File: src/upud_pkg.sv
`default_nettype none

package upud_pkg;

    localparam int UNIT_W = 16;
    localparam logic [UNIT_W-1:0] PERCENT_UNIT = 16'h0025;

    typedef enum logic [1:0]
    {
        ESC_NONE  = 2'd0,
        ESC_PCT   = 2'd1,
        ESC_DIGIT = 2'd2
    } esc_stage_t;

    // Up to two results caused by one input item. The second result, when
    // present, always carries a character and ends the string.
    typedef struct packed
    {
        logic [UNIT_W-1:0] unit0;
        logic              has0;
        logic              two;
        logic [UNIT_W-1:0] unit1;
        logic              last;
    } entry_t;

    typedef struct packed
    {
        logic full;
        logic empty;
    } q_status_t;

    // Returns {valid, value} for an ASCII hex digit.
    function automatic logic [4:0] hex_digit(input logic [UNIT_W-1:0] u);
        logic [4:0] r;
        r = 5'd0;
        if (u >= 16'h0030 && u <= 16'h0039)
        begin
            r = {1'b1, 4'(u - 16'h0030)};
        end
        else if (u >= 16'h0041 && u <= 16'h0046)
        begin
            r = {1'b1, 4'(u - 16'h0041 + 16'd10)};
        end
        else if (u >= 16'h0061 && u <= 16'h0066)
        begin
            r = {1'b1, 4'(u - 16'h0061 + 16'd10)};
        end
        return r;
    endfunction

endpackage

`default_nettype wire

File: src/url_percent_utf8_decode.sv
`default_nettype none

// Decodes a stream of 16-bit code units holding percent escapes and UTF-8 byte
// sequences into 16-bit characters. The block takes one unit per clock cycle
// while its queue is not full and gives one result per clock cycle while the
// receiver is ready. Each unit yields zero, one or two results; only the final
// unit of a string with a truncated escape yields two, which the output gives
// one after the other while the input queue keeps taking units. A result passes
// through the queue and then the output register. The end of every string gives
// a result with tlast set; if no character came from the last unit, that result
// has tuser clear and data zero. All decoding state returns to reset at the end of each string.
module url_percent_utf8_decode import upud_pkg::*;
#(
    parameter int QUEUE_DEPTH = 4
)
(
    input  wire logic              clk,
    input  wire logic              rst_n,
    input  wire logic              s_tvalid,
    output logic                   s_tready,
    input  wire logic [15:0]       s_tdata,   // code_unit[15:0]
    input  wire logic              s_tlast,
    output logic                   m_tvalid,
    input  wire logic              m_tready,
    output logic [15:0]            m_tdata,   // out_unit[15:0]
    output logic                   m_tuser,   // has_char[0]
    output logic                   m_tlast
);

    logic      s_accept;
    logic      f_push;
    entry_t    f_entry;
    logic      q_pop;
    entry_t    q_entry;
    q_status_t q_status;

    assign s_tready = !q_status.full;
    assign s_accept = s_tvalid && s_tready;

    upud_front u_front
    (
        .clk           (clk),
        .rst_n         (rst_n),
        .accept        (s_accept),
        .code_unit     (s_tdata),
        .end_of_string (s_tlast),
        .push          (f_push),
        .push_entry    (f_entry)
    );

    upud_queue #(
        .DEPTH (QUEUE_DEPTH)
    ) u_queue
    (
        .clk        (clk),
        .rst_n      (rst_n),
        .push       (f_push),
        .push_entry (f_entry),
        .pop        (q_pop),
        .pop_entry  (q_entry),
        .status     (q_status)
    );

    upud_back u_back
    (
        .clk      (clk),
        .rst_n    (rst_n),
        .q_status (q_status),
        .q_entry  (q_entry),
        .pop      (q_pop),
        .m_tvalid (m_tvalid),
        .m_tready (m_tready),
        .m_tdata  (m_tdata),
        .m_tuser  (m_tuser),
        .m_tlast  (m_tlast)
    );

    // A request that ends its string is always queued.
    a_eos_pushed: assert property (@(posedge clk) disable iff (!rst_n)
        s_accept && s_tlast |-> f_push)
        else $error("end of string accepted without a queued result");

    a_push_accepted: assert property (@(posedge clk) disable iff (!rst_n)
        f_push |-> s_accept)
        else $error("result queued without an accepted request");

    a_queue_sane: assert property (@(posedge clk) disable iff (!rst_n)
        !(q_status.full && q_status.empty))
        else $error("queue reports full and empty together");

    a_marker_form: assert property (@(posedge clk) disable iff (!rst_n)
        m_tvalid && !m_tuser |-> m_tlast && m_tdata == 16'd0)
        else $error("result without a character is not a clean end marker");

endmodule

`default_nettype wire

File: src/upud_front.sv
`default_nettype none

module upud_front import upud_pkg::*;
(
    input  wire logic              clk,
    input  wire logic              rst_n,
    input  wire logic              accept,
    input  wire logic [UNIT_W-1:0] code_unit,
    input  wire logic              end_of_string,
    output logic                   push,
    output entry_t                 push_entry
);

    esc_stage_t        stage_reg, stage_next;
    logic [UNIT_W-1:0] held_reg, held_next;
    logic [UNIT_W-1:0] acc_reg, acc_next;
    logic signed [2:0] rem_reg, rem_next;

    logic [4:0]        d1;
    logic [4:0]        d2;
    logic [7:0]        byte_val;
    logic              ch_valid;
    logic [UNIT_W-1:0] tb_acc;
    logic signed [2:0] tb_rem;
    logic [UNIT_W-1:0] cont_bits;
    logic              is_pct;

    assign is_pct = (code_unit == PERCENT_UNIT);

    // Byte assembly from the two escape digits and UTF-8 merging.
    always_comb
    begin
        d1 = hex_digit(held_reg);
        d2 = hex_digit(code_unit);
        if (!d1[4])
        begin
            byte_val = 8'd0;
        end
        else if (!d2[4])
        begin
            byte_val = {4'd0, d1[3:0]};
        end
        else
        begin
            byte_val = {d1[3:0], d2[3:0]};
        end

        ch_valid  = 1'b0;
        tb_acc    = acc_reg;
        tb_rem    = rem_reg;
        cont_bits = {10'd0, byte_val[5:0]};
        if (byte_val <= 8'h7F)
        begin
            ch_valid = 1'b1;
        end
        else if (byte_val <= 8'hBF)
        begin
            if (rem_reg == 3'sd2)
            begin
                cont_bits = {4'd0, byte_val[5:0], 6'd0};
            end
            tb_acc   = acc_reg | cont_bits;
            tb_rem   = (rem_reg <= 3'sd0) ? -3'sd1 : rem_reg - 3'sd1;
            ch_valid = (rem_reg == 3'sd1);
        end
        else if (byte_val <= 8'hDF)
        begin
            tb_acc = {5'd0, byte_val[4:0], 6'd0};
            tb_rem = 3'sd1;
        end
        else if (byte_val <= 8'hEF)
        begin
            tb_acc = {byte_val[3:0], 12'd0};
            tb_rem = 3'sd2;
        end
    end

    always_comb
    begin
        stage_next = stage_reg;
        held_next  = held_reg;
        acc_next   = acc_reg;
        rem_next   = rem_reg;
        if (accept)
        begin
            unique case (stage_reg)
                ESC_PCT:
                begin
                    held_next  = code_unit;
                    stage_next = ESC_DIGIT;
                end
                ESC_DIGIT:
                begin
                    stage_next = ESC_NONE;
                    acc_next   = tb_acc;
                    rem_next   = tb_rem;
                end
                default:
                begin
                    stage_next = is_pct ? ESC_PCT : ESC_NONE;
                end
            endcase
            if (end_of_string)
            begin
                stage_next = ESC_NONE;
                held_next  = '0;
                acc_next   = '0;
                rem_next   = 3'sd0;
            end
        end
    end

    always_comb
    begin
        logic has_any;
        has_any    = 1'b0;
        push_entry = '0;
        unique case (stage_reg)
            ESC_PCT:
            begin
                if (end_of_string)
                begin
                    has_any          = 1'b1;
                    push_entry.unit0 = PERCENT_UNIT;
                    push_entry.has0  = 1'b1;
                    push_entry.two   = 1'b1;
                    push_entry.unit1 = code_unit;
                end
            end
            ESC_DIGIT:
            begin
                if (ch_valid)
                begin
                    has_any          = 1'b1;
                    push_entry.unit0 = ch_valid && byte_val <= 8'h7F ?
                                       {8'd0, byte_val} : tb_acc;
                    push_entry.has0  = 1'b1;
                end
            end
            default:
            begin
                if (!(is_pct && !end_of_string))
                begin
                    has_any          = 1'b1;
                    push_entry.unit0 = code_unit;
                    push_entry.has0  = 1'b1;
                end
            end
        endcase
        if (end_of_string)
        begin
            has_any         = 1'b1;
            push_entry.last = 1'b1;
        end
        push = accept && has_any;
    end

    always_ff @(posedge clk or negedge rst_n)
    begin
        if (!rst_n)
        begin
            stage_reg <= ESC_NONE;
            held_reg  <= '0;
            acc_reg   <= '0;
            rem_reg   <= 3'sd0;
        end
        else
        begin
            stage_reg <= stage_next;
            held_reg  <= held_next;
            acc_reg   <= acc_next;
            rem_reg   <= rem_next;
        end
    end

endmodule

`default_nettype wire

File: src/upud_queue.sv
`default_nettype none

module upud_queue import upud_pkg::*;
#(
    parameter int DEPTH = 4
)
(
    input  wire logic   clk,
    input  wire logic   rst_n,
    input  wire logic   push,
    input  wire entry_t push_entry,
    input  wire logic   pop,
    output entry_t      pop_entry,
    output q_status_t   status
);

    localparam int PTR_W = (DEPTH > 1) ? $clog2(DEPTH) : 1;
    localparam int CNT_W = $clog2(DEPTH + 1);

    entry_t             mem_reg [DEPTH];
    logic [PTR_W-1:0]   wr_ptr_reg, wr_ptr_next;
    logic [PTR_W-1:0]   rd_ptr_reg, rd_ptr_next;
    logic [CNT_W-1:0]   count_reg, count_next;
    logic               do_push;
    logic               do_pop;

    assign status.full  = (count_reg == CNT_W'(DEPTH));
    assign status.empty = (count_reg == '0);
    assign do_push      = push && !status.full;
    assign do_pop       = pop && !status.empty;
    assign pop_entry    = mem_reg[rd_ptr_reg];

    always_comb
    begin
        wr_ptr_next = wr_ptr_reg;
        rd_ptr_next = rd_ptr_reg;
        count_next  = count_reg;
        if (do_push)
        begin
            wr_ptr_next = (wr_ptr_reg == PTR_W'(DEPTH - 1)) ? '0 : wr_ptr_reg + 1'b1;
        end
        if (do_pop)
        begin
            rd_ptr_next = (rd_ptr_reg == PTR_W'(DEPTH - 1)) ? '0 : rd_ptr_reg + 1'b1;
        end
        if (do_push && !do_pop)
        begin
            count_next = count_reg + 1'b1;
        end
        else if (do_pop && !do_push)
        begin
            count_next = count_reg - 1'b1;
        end
    end

    always_ff @(posedge clk)
    begin
        if (do_push)
        begin
            mem_reg[wr_ptr_reg] <= push_entry;
        end
    end

    always_ff @(posedge clk or negedge rst_n)
    begin
        if (!rst_n)
        begin
            wr_ptr_reg <= '0;
            rd_ptr_reg <= '0;
            count_reg  <= '0;
        end
        else
        begin
            wr_ptr_reg <= wr_ptr_next;
            rd_ptr_reg <= rd_ptr_next;
            count_reg  <= count_next;
        end
    end

endmodule

`default_nettype wire

File: src/upud_back.sv
`default_nettype none

module upud_back import upud_pkg::*;
(
    input  wire logic               clk,
    input  wire logic               rst_n,
    input  wire q_status_t          q_status,
    input  wire entry_t             q_entry,
    output logic                    pop,
    output logic                    m_tvalid,
    input  wire logic               m_tready,
    output logic [UNIT_W-1:0]       m_tdata,
    output logic                    m_tuser,
    output logic                    m_tlast
);

    logic              out_valid_reg, out_valid_next;
    logic [UNIT_W-1:0] out_unit_reg, out_unit_next;
    logic              out_has_reg, out_has_next;
    logic              out_last_reg, out_last_next;
    logic              sec_valid_reg, sec_valid_next;
    logic [UNIT_W-1:0] sec_unit_reg, sec_unit_next;
    logic              load_ok;

    assign load_ok = !out_valid_reg || m_tready;
    assign pop     = load_ok && !sec_valid_reg && !q_status.empty;

    always_comb
    begin
        out_valid_next = out_valid_reg;
        out_unit_next  = out_unit_reg;
        out_has_next   = out_has_reg;
        out_last_next  = out_last_reg;
        sec_valid_next = sec_valid_reg;
        sec_unit_next  = sec_unit_reg;
        if (load_ok)
        begin
            if (sec_valid_reg)
            begin
                out_valid_next = 1'b1;
                out_unit_next  = sec_unit_reg;
                out_has_next   = 1'b1;
                out_last_next  = 1'b1;
                sec_valid_next = 1'b0;
            end
            else if (!q_status.empty)
            begin
                out_valid_next = 1'b1;
                out_unit_next  = q_entry.unit0;
                out_has_next   = q_entry.has0;
                out_last_next  = q_entry.last && !q_entry.two;
                sec_valid_next = q_entry.two;
                sec_unit_next  = q_entry.unit1;
            end
            else
            begin
                out_valid_next = 1'b0;
            end
        end
    end

    always_ff @(posedge clk or negedge rst_n)
    begin
        if (!rst_n)
        begin
            out_valid_reg <= 1'b0;
            sec_valid_reg <= 1'b0;
        end
        else
        begin
            out_valid_reg <= out_valid_next;
            sec_valid_reg <= sec_valid_next;
        end
    end

    always_ff @(posedge clk)
    begin
        out_unit_reg <= out_unit_next;
        out_has_reg  <= out_has_next;
        out_last_reg <= out_last_next;
        sec_unit_reg <= sec_unit_next;
    end

    assign m_tvalid = out_valid_reg;
    assign m_tdata  = out_unit_reg;
    assign m_tuser  = out_has_reg;
    assign m_tlast  = out_last_reg;

endmodule

`default_nettype wire

File: config.mk
export PLATFORM = sky130hd
export DESIGN_NAME = url_percent_utf8_decode
export DESIGN_NICKNAME = d
export VERILOG_FILES = /design/src/upud_pkg.sv /design/src/url_percent_utf8_decode.sv /design/src/upud_front.sv /design/src/upud_queue.sv /design/src/upud_back.sv
export SDC_FILE = /design/constraint.sdc
export NUM_CORES = 1
export LEC_CHECK = 0
export BUFFER_PORTS_ARGS = -buffer_cell sky130_fd_sc_hd__buf_2
export CAP_MARGIN = 30
export CORE_MARGIN = 4
export CORE_UTILIZATION = 60
export DETAILED_ROUTE_END_ITERATION = 7
export GPL_ROUTABILITY_DRIVEN = 1
export PLACE_DENSITY = 0.75
export SLEW_MARGIN = 20
export SYNTH_ARGS = -nofsm -noshare
export SYNTH_HDL_FRONTEND = slang
export SYNTH_SLANG_ARGS = --single-unit
File: constraint.sdc
create_clock -name clk -period 5.3 [get_ports clk]
set_input_delay 0.795 -clock clk [delete_from_list [all_inputs] [get_ports clk]]
set_output_delay 0.795 -clock clk [all_outputs]
set_load 0.05 [all_outputs]
# Word level (Yosys, flattened, before mapping)
# Memories as Yosys holds them, arrays and structs flattened.
# Cells that the tools add are included.
# word_totals
regBits	80
out_inout_bits	20
ramBits	140
n_memories	1
inputBits	21
latchBits	0
elab_cells	151
rom_bits	0
# classes
n_mul	0
bitwise	3
addsub	15
order_cmp	17
muxes	56
n_reduce_logical	36
div_mod_pow	0
shifts	0
n_eq_ne	10
# mem_list
name	words	word_bits	rd	rd_clocked_by_memory_dff	wr	line	source
u_queue.mem_reg	4	35	1	0	1	upud_queue.sv:20	entry_t mem_reg [DEPTH];
# ops
operator	count
$mux W16	13
$ge A16 B7 Y1 const B	4
$le A16 B7 Y1 const B	4
$mux W17	3
$pmux W17 S2	1
$ge A16 B6 Y1 const B	2
$le A16 B6 Y1 const B	2
$mux W5	6
$mux W3	9
$le A8 B8 Y1 const B	3
$mux W24	1
$sub A4 B1 Y4 const B	6
$logic_and A1 B1 Y1	17
$add A4 B4 Y4 const B	4
$eq A16 B6 Y1 const B	1
$mux W8	2
$or A16 B16 Y16	1
$mux W1	15
$mux W12	1
$le A8 B7 Y1 const B	1
$logic_not A1 Y1	8
$eq A2 B2 Y1 const B	3
$eq A3 B3 Y1 const B	2
$mux W2	3
other kinds (18)	25

# Depth between registers and ports, before layout
# Gate-level depths: netlist (run 1).
# depth
depth_word	19
ltp_mapped	15
ltp_nobuf	14

# Hierarchy
# Synthesis (run 1) repeated with hierarchy kept, for this count alone.
# hier_totals
cells_unflattened	706
hier_area_um2	10244.8
# modules_own_cells
module	seq_area_each_um2	area_each_um2	cells_each	n_inst
upud_queue	4379.2	5555.3	220	1
upud_front	925.9	3288.2	417	1
upud_back	1071.0	1391.3	67	1
url_percent_utf8_decode	0.0	10.0	2	1

# Worst setup path after synthesis (run 1)
# No wires, ideal clock.
# synth_path
path_kind	input to register
start	input port s_tdata[9]
end	register u_queue.count_reg[1]
setup_ps	125
t_arrival_ps	3499
path_buffers	0
setup_slack_ps	1676
required_ps	5175
cell_stages	10
path_cell_list	or4_1 > nor4_2 > and4_1 > and2b_2 > nor2_1 > a21oi_4 > ha_1 > inv_1 > fa_1 > mux2_2
# synth_between
word_cells_on_any_way	31
cone_classes	8 x order compare; 1 x eq/ne; 12 x mux; 10 x reduce/logical
# synth_lines
item	line	source
start: declaration	url_percent_utf8_decode.sv:21	input wire logic [15:0] s_tdata,
$ge A16 B7 Y1 or $le A16 B7 Y1 (tied branches)	upud_pkg.sv:44	else if (u >= 16'h0061 && u <= 16'h0066)
$logic_and A1 B1 Y1	upud_pkg.sv:44	
$mux W5	upud_pkg.sv:44	
$mux W5	upud_pkg.sv:40	else if (u >= 16'h0041 && u <= 16'h0046)
$mux W5	upud_pkg.sv:36	if (u >= 16'h0030 && u <= 16'h0039)
$mux W8	upud_front.sv:39	else if (!d2[4])
$mux W8	upud_front.sv:35	if (!d1[4])
$le A8 B8 Y1	upud_front.sv:56	else if (byte_val <= 8'hBF)
[... 3 more ...]	n/a	
$pmux W1 S2 (*)	upud_front.sv:118	unique case (stage_reg)
$mux W1 (*)	upud_front.sv:150	if (end_of_string)
$logic_and A1 B1 Y1 (*)	upud_front.sv:155	push = accept && has_any;
$logic_and A1 B1 Y1 (*)	upud_queue.sv:29	assign do_push = push && !status.full;
net u_queue.do_push	upud_queue.sv:24	logic do_push;
$logic_and A1 B1 Y1 (*)	upud_queue.sv:46	if (do_push && !do_pop)
$mux W3 (*)	upud_queue.sv:46	
net u_queue.count_next[1]	upud_queue.sv:23	logic [CNT_W-1:0] count_reg, count_next;
end signal: assignment	upud_queue.sv:76	count_reg <= count_next;
end: declaration	upud_queue.sv:23	
# Mark *: on every way through the listed nets, which the timed path passes. The rest lies on a longest branch.
# A chain may end at the register's enable or synchronous reset.

==> results.toml, run 1 <==
[cts]
cts_buffer_depth = 3
path_clk_slew_ns = 0.06
cts_sinks = 220
cts_resized = 0
cts_buffers = 22
postCtsSetupRepairBufs = 0
hold_buffers = 0
cts_tree = "done"
clkLatencyLatePin_ns = 0.49
clock-root-buffer = "clkbuf_16"
cts-htree-levels = 1

[drt]
drt-initial-drc-count = 603
wl_mm = 23.3
drc_errors = 0
avgViaCountPerCell = 6.33
wl_per_cell_um = 24.1
ant_nets = 0
drt-pass1-iter-count = 5
vias = 6110

[synth]
synth_seq_cells = 220
yosys.area.top_type = "edfxtp_1"
ys_warn_count = 0
synth-async-reset-ratio_pct = 20.9
ys_seq_area_share_pct = 63.5
netlist_instances = 687
syn_nets = 731
synth_top_area_share_pct = 52.1
synth-edff-count = 174
ys_types = 76
ys_top_cells_by_count = "edfxtp_1, nand2_1, dfrtp_1"
syn_area_um2 = 10000
synth.area.top_cells = "edfxtp_1, dfrtp_1, mux4_2"
synth_flop_cell = "edfxtp_1"
syn_area_per_cell_um2 = 14.6
post-synth-top-count-cell = "edfxtp_1"

[floorplanning]
die_w_um = 137
dieArea_um2 = 18900
die_h_um = 137
num_io_pins = 41
fp-row-count = 47
initial_core_util_pct = 60.9
core_um2 = 16500

[finish]
diodes = 0
multi_input_area_um2 = 3400
fill_cells = 1136
drive_gt1_share_pct = 22.0
register_area_um2 = 6380
syn_to_final_growth_pct = 10.7
fin_area_um2 = 11100
layout.nets = 774
largest_reg_flops = 140
final_util_pct = 67.4

[grt]
overflow = 0
antenna_found_initial = 0
grt_pass1_vias = 6313
grt_pass1_wl_mm = 36.0
grt_max_degree = 55
track_usage_pct = 25.2

[status]
status = "complete, no violations"

[power]
power_mw = 5.69
p_sw_mw = 1.84
power_density_nw_per_um2 = 512
leakagePower_nw = 4.09
switching_share_pct = 32.3
combPwrFrac_pct = 28.8
vdd_ir_drop_max_v = 0.000321
p_clk_share_pct = 25.7
intPower_mw = 3.85
pwr-share-seq_pct = 45.5

[place]
placed_area_um2 = 10400
io_buffers = 40
gp_congestion = 0.951
dpl.hpwl_mm = 15.4

[timing]
fin_skew_ns = 0.00905
tns_ns = 0
rsz0062_at_grt = "no"
finalCriticalPeriod_ns = 3.92
slew_headroom_pct = 36.9
final_hold_viol_count = 0
final-max-slew-violation-count = 0
fmax_mhz = 255
tightest_slew_ns = 0.947
setup_viol = 0
period_share_pct = 73.9

[worst_setup_path]
rr_startpoint = "u_front.held_reg[0]$_DFFE_PN0P_"
r2r_cells = 9
crit_required_ns = 5.51
arrival_ns = 4.12
worstReg2RegEnd = "u_queue.mem_reg[0][25]$_DFFE_PP_"
worstSetupPathType = "flip-flop to flip-flop"
cp-end-kind = "flip-flop"
path_max_fanout = 8
start_kind = "flip-flop"
reg2reg_slack_ns = 1.38

[hold_path]
min_path_type = "primary input to async pin"

[run]
cap_viol_max_count = 0
-- stage by stage --
stage / setup WS, ns / hold WS [ns] / cells
after floorplan: 1.68 / 0.441 / 687
after global placement: 1.31 / 0.457 / 924
after detailed placement: 1.32 / 0.470 / 924
after CTS: 1.47 / 0.449 / 963
after global routing: 1.27 / 0.476 / 965
final: 1.38 / 0.426 / 965
-- layout by cell type, fill, tap and decap left out, types with 17 or more instances in the layout --
cell type,netlist,final
edfxtp_1,174,174
nand2_1,52,52
dfrtp_1,46,45
buf_2,1,40
o21ai_0,36,36
mux4_2,35,35
nor2_1,24,24
clkbuf_16,0,23
inv_1,22,22
ha_1,22,22
and3_1,21,21
mux2_2,20,20
nand2b_1,18,18
a21oi_1,17,17
-- how the worst max path moves through the flow --
stage | startpoint | end | slack [ns] | cells past startpoint
global route | u_front.held_reg[12]$_DFFE_PN0P_ | u_queue.mem_reg[0][23]$_DFFE_PP_ | 1.27 | 7
global placement | s_tdata[9] | u_queue.mem_reg[0][25]$_DFFE_PP_ | 1.31 | 8
CTS | u_front.held_reg[12]$_DFFE_PN0P_ | u_queue.mem_reg[1][15]$_DFFE_PP_ | 1.47 | 7
floorplan | s_tdata[9] | u_queue.count_reg[1]$_DFFE_PN0P_ | 1.68 | 10
detailed placement | s_tdata[1] | u_queue.mem_reg[1][8]$_DFFE_PP_ | 1.32 | 9
finish | u_front.held_reg[0]$_DFFE_PN0P_ | u_queue.mem_reg[0][25]$_DFFE_PP_ | 1.38 | 9
-- layout make-up --
class	count	share of cell area [%]
Clock buffer	30	5.42
Clock inverter	9	0.653
Inverter	22	0.744
Multi-Input combinational cell	413	30.6
Sequential cell	220	57.4
Tap cell	220	2.48
Timing Repair Buffer	51	2.69
-- per-layer routing --
| metal | wire, um | part of all wire, % | vias up | GRT usage, % |
|---|---|---|---|---|
| met5 | 0 | 0 | - | 0 |
| met4 | 510 | 2.2 | 0 | 6.65 |
| met2 | 12000 | 51 | 231 | 44.2 |
| li1 | - | - | 2765 | - |
| met1 | 9180 | 39 | 3063 | 33.7 |
| met3 | 1640 | 7.1 | 51 | 3.21 |
-- power groups by stage --
stage	registers (mW)	clock network, mW	logic, mW
global placement	2.61	0	1.57
global route	2.63	1.57	1.76
detailed placement	2.64	0	1.60
CTS	2.61	1.49	1.62
floorplan	2.76	0	1.03
finish	2.59	1.46	1.64
-- critical path, cell delays in order, from the launching register on --
cell       delay [ns]
dfrtp_1          0.48
inv_1            0.19
ha_1             0.22
nor3b_1          0.44
nor4_1           0.13
a32oi_1          0.63
nand2_1          0.10
a2111oi_0        0.73
a21oi_1          0.17
o21ai_0          0.54
-- cell families (layout without fill, tap and decap cells) --
group | after synthesis | in the layout | share of synthesized area (%)
xor+xnor | 4 | 4 | 0.349
compound gates | 137 | 137 | 9.53
mux | 59 | 59 | 10.7
simple gates | 190 | 190 | 10.3
buf+inv | 54 | 112 | 2.64
fa+ha+maj | 23 | 23 | 2.94
flops | 220 | 220 | 63.5
No activity file was read; power rests on OpenSTA's default activity.
==> inputs of run 2 (changes only) <==
- CORE_UTILIZATION: 60 -> 56
- PLACE_DENSITY: 0.75 -> 0.73
- clock period: 5.3 -> 3.2 ns (I/O delays scaled with it)
==> run 2 against run 1 <==
The run now ends with negative setup slack left. Clock skew increased by 0.0010 ns. Critical path depth increased by 1. Clock-buffer cell count down 1. Wire length grew 19%. Sequential share of layout area is 7.6 points lower. Fmax up 14%. Utilization increased by 6.0 points. Worst setup slack lost 1.6 ns. Combinational power increased by 130%. Design area up 15%. Total power is 84% higher. Non-clock buffer count rose by 117.
==> results.toml, run 2 (synthesized netlist as in run 1, its figures left out) <==
[cts]
cts_sinks = 220
cts-htree-levels = 1
clock-root-buffer = "clkbuf_16"
cts_tree = "done"
cts_buffer_depth = 3
clkLatencyLatePin_ns = 0.52
cts_buffers = 23
path_clk_slew_ns = 0.07

[run]
cap_viol_max_count = 0

[drt]
vias = 6852
drt-initial-drc-count = 618
avgViaCountPerCell = 6.29
wl_per_cell_um = 25.5
drt-pass1-iter-count = 5
drc_errors = 0
ant_nets = 0
wl_mm = 27.8

[timing]
fin_skew_ns = 0.0101
fmax_mhz = 291
slew_headroom_pct = 58.4
final_hold_viol_count = 0
worst_slack_ns = -0.235
finalCriticalPeriod_ns = 3.44
holdWs_ns = 0.272
rsz0062_at_grt = "yes"
final-max-slew-violation-count = 0
tightest_slew_ns = 0.624
period_share_pct = 107
setup_viol = 176

[place]
place_ws_ns = -0.335
gp_congestion = 0.957
io_buffers = 40
dpl.hpwl_mm = 16.2

[floorplanning]
num_io_pins = 41
initial_core_util_pct = 57.6
core_um2 = 17400
die_w_um = 142
die_h_um = 142
fp-row-count = 48
dieArea_um2 = 20100

[power]
pwr-share-seq_pct = 40.0
p_clk_share_pct = 23.8
intPower_mw = 7.02
switching_share_pct = 33.0
leakagePower_nw = 4.92
power_density_nw_per_um2 = 819
vdd_ir_drop_max_v = 0.000590
p_sw_mw = 3.46
power_mw = 10.5
combPwrFrac_pct = 36.2

[grt]
overflow = 0
grt_pass1_vias = 6983
grt_pass1_wl_mm = 42.0
track_usage_pct = 27.8
antenna_found_initial = 0
grt_max_degree = 55

[finish]
largest_reg_flops = 140
layout_common_cells = "edfxtp_1, buf_4, nand2_1"
layout.nets = 892
diodes = 0
drive_gt1_share_pct = 37.3
syn_to_final_growth_pct = 27.5
final_common_cell = "edfxtp_1"

[worst_setup_path]
cp-end-kind = "flip-flop"
start_kind = "flip-flop"
arrival_ns = 3.84
worstSetupPathType = "flip-flop to flip-flop"
crit_required_ns = 3.61
path_max_fanout = 4

[hold_path]
min_path_type = "primary input to flip-flop"

[status]
violations = "negative setup slack"
status = "finished with violations"
==> run 2: cell count changes in the layout (fill, tap and decap cells not counted), sizes merged <==
cell	delta
clkbuf	+1
dlygate4sd3	+1
bufinv	-1
inv	+3
buf	+114
clkinvlp	-1
clkinv	+3
==> run 2: worst max-delay path, stage by stage (launching register included) <==
cell      delay [ns]
dfrtp_1         0.38
or4_4           0.54
or4_4           0.58
mux2_4          0.34
a311oi_4        0.30
a31o_4          0.22
a21oi_4         0.06
ha_4            0.17
inv_2           0.05
fa_1            0.40
mux2_4          0.28
==> run 2: path summary, 6_finish.rpt <==
path	from	end	slack, ns	cells past startpoint
setup / recovery	u_front.held_reg[15]$_DFFE_PN0P_	u_queue.count_reg[1]$_DFFE_PN0P_	-0.24	10
hold / removal	s_tdata[12]	u_front.held_reg[12]$_DFFE_PN0P_	0.27	3
setup reg to reg	u_front.held_reg[15]$_DFFE_PN0P_	u_queue.count_reg[1]$_DFFE_PN0P_	-0.24	10
hold reg to reg	u_front.held_reg[7]$_DFFE_PN0P_	u_front.held_reg[7]$_DFFE_PN0P_	0.49	2
max in group asynchronous	rst_n	u_queue.rd_ptr_reg[0]$_DFFE_PN0P_	2.14	3
min in group asynchronous	rst_n	u_front.rem_reg[0]$_DFFE_PN0P_	0.51	2
==> run 2: routing by layer <==
| layer | part of all wire, % | vias to the layer above | global-route usage [%] |
|---|---|---|---|
| li1 | - | 3014 | - |
| met1 | 41 | 3452 | 37.9 |
| met2 | 49 | 309 | 46.0 |
| met3 | 6.3 | 77 | 3.71 |
| met4 | 3.7 | 0 | 10.3 |
| met5 | 0 | - | 0 |
==> run 2: area by class of cell <==
cell class,instances,area (um^2)
flip-flops and latches,220,6380
repair buffers,168,1690
well taps,225,282
clock inverters,13,88.8
multi-input cells,413,3660
fillers,1102,4630
clock buffers,29,608
inverters,22,82.6
==> run 2: timing repair <==
action                                 4_1_cts  5_1_grt
gates cloned                                15        2
endpoints found under the hold margin       23        0
hold buffers                                 1        0
gates resized for setup                     52       35
buffers inserted                            13        8
pin swaps                                   10        6
setup endpoints to repair                  194      204
==> run 2: stage by stage <==
step / util (%) / TNS [ns] / std cells / cell area, um^2
CTS: 71.8 / -24.84 / 1082 / 12500
floorplan: - / -17.71 / 687 / 10000
global placement: 63.7 / -13.29 / 1010 / 11100
detailed placement: 63.9 / -17.68 / 1011 / 11100
global route: 73.4 / -37.68 / 1090 / 12800
finish: 73.4 / -24.25 / 1090 / 12800
==> run 2: power by group through the flow <==
stage	Sequential, mW	Clock, mW	Combinational [mW]
after floorplan	4.57	0	1.75
after global placement	4.17	0	3.01
after detailed placement	4.22	0	3.07
after CTS	4.17	2.49	3.65
after global routing	4.25	2.67	4.02
final	4.19	2.49	3.79
==> inputs of run 3 (changes only) <==
- CORE_UTILIZATION: 56 -> 55
- PLACE_DENSITY: 0.73 -> 0.72
- SETUP_SLACK_MARGIN: unset -> 0.2
==> run 3 against run 2 <==
The flow still finishes with violations (negative setup slack). Combinational power up 15%. Wire length increased by 11%. Via count is 8.2% higher. Cell count is 5.0% higher. Global-route usage is 2.3 points higher. Critical path type unchanged. Critical endpoint unchanged.
==> results.toml, run 3 (synthesized netlist as in run 1, its figures left out) <==
[cts]
clkLatencyLatePin_ns = 0.53
cts_buffer_depth = 3
cts-htree-levels = 1
hold_buffers = 0
cts_buffers = 22
clock-root-buffer = "clkbuf_16"
path_clk_slew_ns = 0.07
cts_sinks = 220
cts_tree = "done"

[status]
violations = "negative setup slack"
status = "finished with violations"

[drt]
vias = 7415
avgViaCountPerCell = 6.48
wl_mm = 30.8
drt-initial-drc-count = 720
wl_per_cell_um = 26.9
ant_nets = 0
drt-pass1-iter-count = 5
drc_errors = 0

[floorplanning]
initial_core_util_pct = 55.9
fp-row-count = 49
core_um2 = 18000
num_io_pins = 41
die_w_um = 143
dieArea_um2 = 20500
die_h_um = 143

[power]
vdd_ir_drop_max_v = 0.000846
power_mw = 11.2
leakagePower_nw = 5.39
power_density_nw_per_um2 = 801

[worst_setup_path]
cp-end-kind = "flip-flop"
cpMaxStageDelayCell = "or4_4"
path_max_fanout = 4
slowest_delay_ns = 0.58
path_delay_family = "simple AND/OR/NAND/NOR gates"
crit_buf_inv = 1
worstSetupPathType = "flip-flop to flip-flop"
path_cells = "or4_4 -> or4_4 -> mux2_4 -> a311oi_4 -> a31o_4 -> a21oi_4 -> ha_4 -> inv_2 -> fa_2 -> mux2_4"
arrival_ns = 3.95
start_kind = "flip-flop"
crit_required_ns = 3.59

[finish]
layout_common_cells = "edfxtp_1, buf_4, nand2_1"
largest_reg_flops = 140
layout.nets = 943
fin_area_um2 = 14000
diodes = 0
fin_cells = 1144
drive_gt1_share_pct = 46.0
final_common_cell = "edfxtp_1"
syn_to_final_growth_pct = 39.1
final_util_pct = 77.7

[grt]
overflow = 0
track_usage_pct = 30.0
grt_pass1_wl_mm = 46.0
grt_pass1_vias = 7519
antenna_found_initial = 0
grt_max_degree = 55

[place]
placed_area_um2 = 11200
dpl.hpwl_mm = 16.9
gp_congestion = 1.01
place_ws_ns = -0.330
io_buffers = 40
placed_cells = 1021

[timing]
rsz0062_at_grt = "yes"
period_share_pct = 111
fin_skew_ns = 0.0345
holdWs_ns = 0.0592
worst_slack_ns = -0.364
final_hold_viol_count = 0
tightest_slew_ns = 0.844
slew_headroom_pct = 43.7
finalCriticalPeriod_ns = 3.56
setup_viol = 196
tns_ns = -46.57
final-max-slew-violation-count = 0
fmax_mhz = 281

[run]
cap_viol_max_count = 0

[hold_path]
min_path_type = "primary input to async pin"
==> run 3: cell count changes in the layout (fill, tap and decap cells not counted), sizes merged <==
cell / previous run / this run
clkbuf: 31 / 27
dlygate4sd3: 1 / 0
a22o: 5 / 6
o21ai: 40 / 41
buf: 165 / 218
bufinv: 0 / 1
clkinvlp: 0 / 1
inv: 25 / 24
clkinv: 10 / 9
==> run 3: path summary, 6_finish.rpt <==
path	start	end	slack (ns)	depth (start not counted)
worst max-delay path	u_front.held_reg[8]$_DFFE_PN0P_	u_queue.count_reg[1]$_DFFE_PN0P_	-0.36	10
worst min-delay path	rst_n	u_front.acc_reg[7]$_DFFE_PN0P_	0.06	1
worst max register to register	u_front.held_reg[8]$_DFFE_PN0P_	u_queue.count_reg[1]$_DFFE_PN0P_	-0.36	10
worst min register to register	u_front.held_reg[9]$_DFFE_PN0P_	u_front.held_reg[9]$_DFFE_PN0P_	0.49	2
max in group asynchronous	rst_n	u_front.acc_reg[1]$_DFFE_PN0P_	2.38	2
min in group clk	s_tdata[15]	u_front.held_reg[15]$_DFFE_PN0P_	0.28	3
==> run 3: cell type report <==
cell class              instances  area [um^2]
clock inverters                13          108
multi-input cells             415         4110
well taps                     229          287
inverters                      22         82.6
clock buffers                  27          609
flip-flops and latches        220         6380
fillers                       964         4010
repair buffers                218         2380
==> run 3: layer usage <==
| metal | vias to the layer above | GRT usage, % | share of wire [%] |
|---|---|---|---|
| li1 | 3129 | - | - |
| met5 | - | 0 | 0 |
| met3 | 78 | 5.16 | 8.1 |
| met2 | 411 | 51.1 | 50 |
| met1 | 3797 | 40.4 | 39 |
| met4 | 0 | 8.10 | 3.3 |
==> run 3: where the power goes <==
group          switching, mW  total [mW]  internal (mW)
registers              0.339        4.25           3.91
clock network           1.14        2.58           1.45
logic                   2.23        4.35           2.12
==> run 3: worst reg2reg max path, cell delays in order (launching register included) <==
cell	delay (ns)
dfrtp_1	0.40
or4_4	0.54
or4_4	0.58
mux2_4	0.34
a311oi_4	0.34
a31o_4	0.23
a21oi_4	0.07
ha_4	0.18
inv_2	0.05
fa_2	0.43
mux2_4	0.27
==> run 3: what timing repair did <==
| item | 4_1_cts | 5_1_grt |
|---|---|---|
| pin swaps | 22 | 46 |
| setup buffers | 37 | 20 |
| resized for setup | 119 | 75 |
| gates cloned | 24 | 2 |
| endpoints found under the setup margin | 226 | 232 |
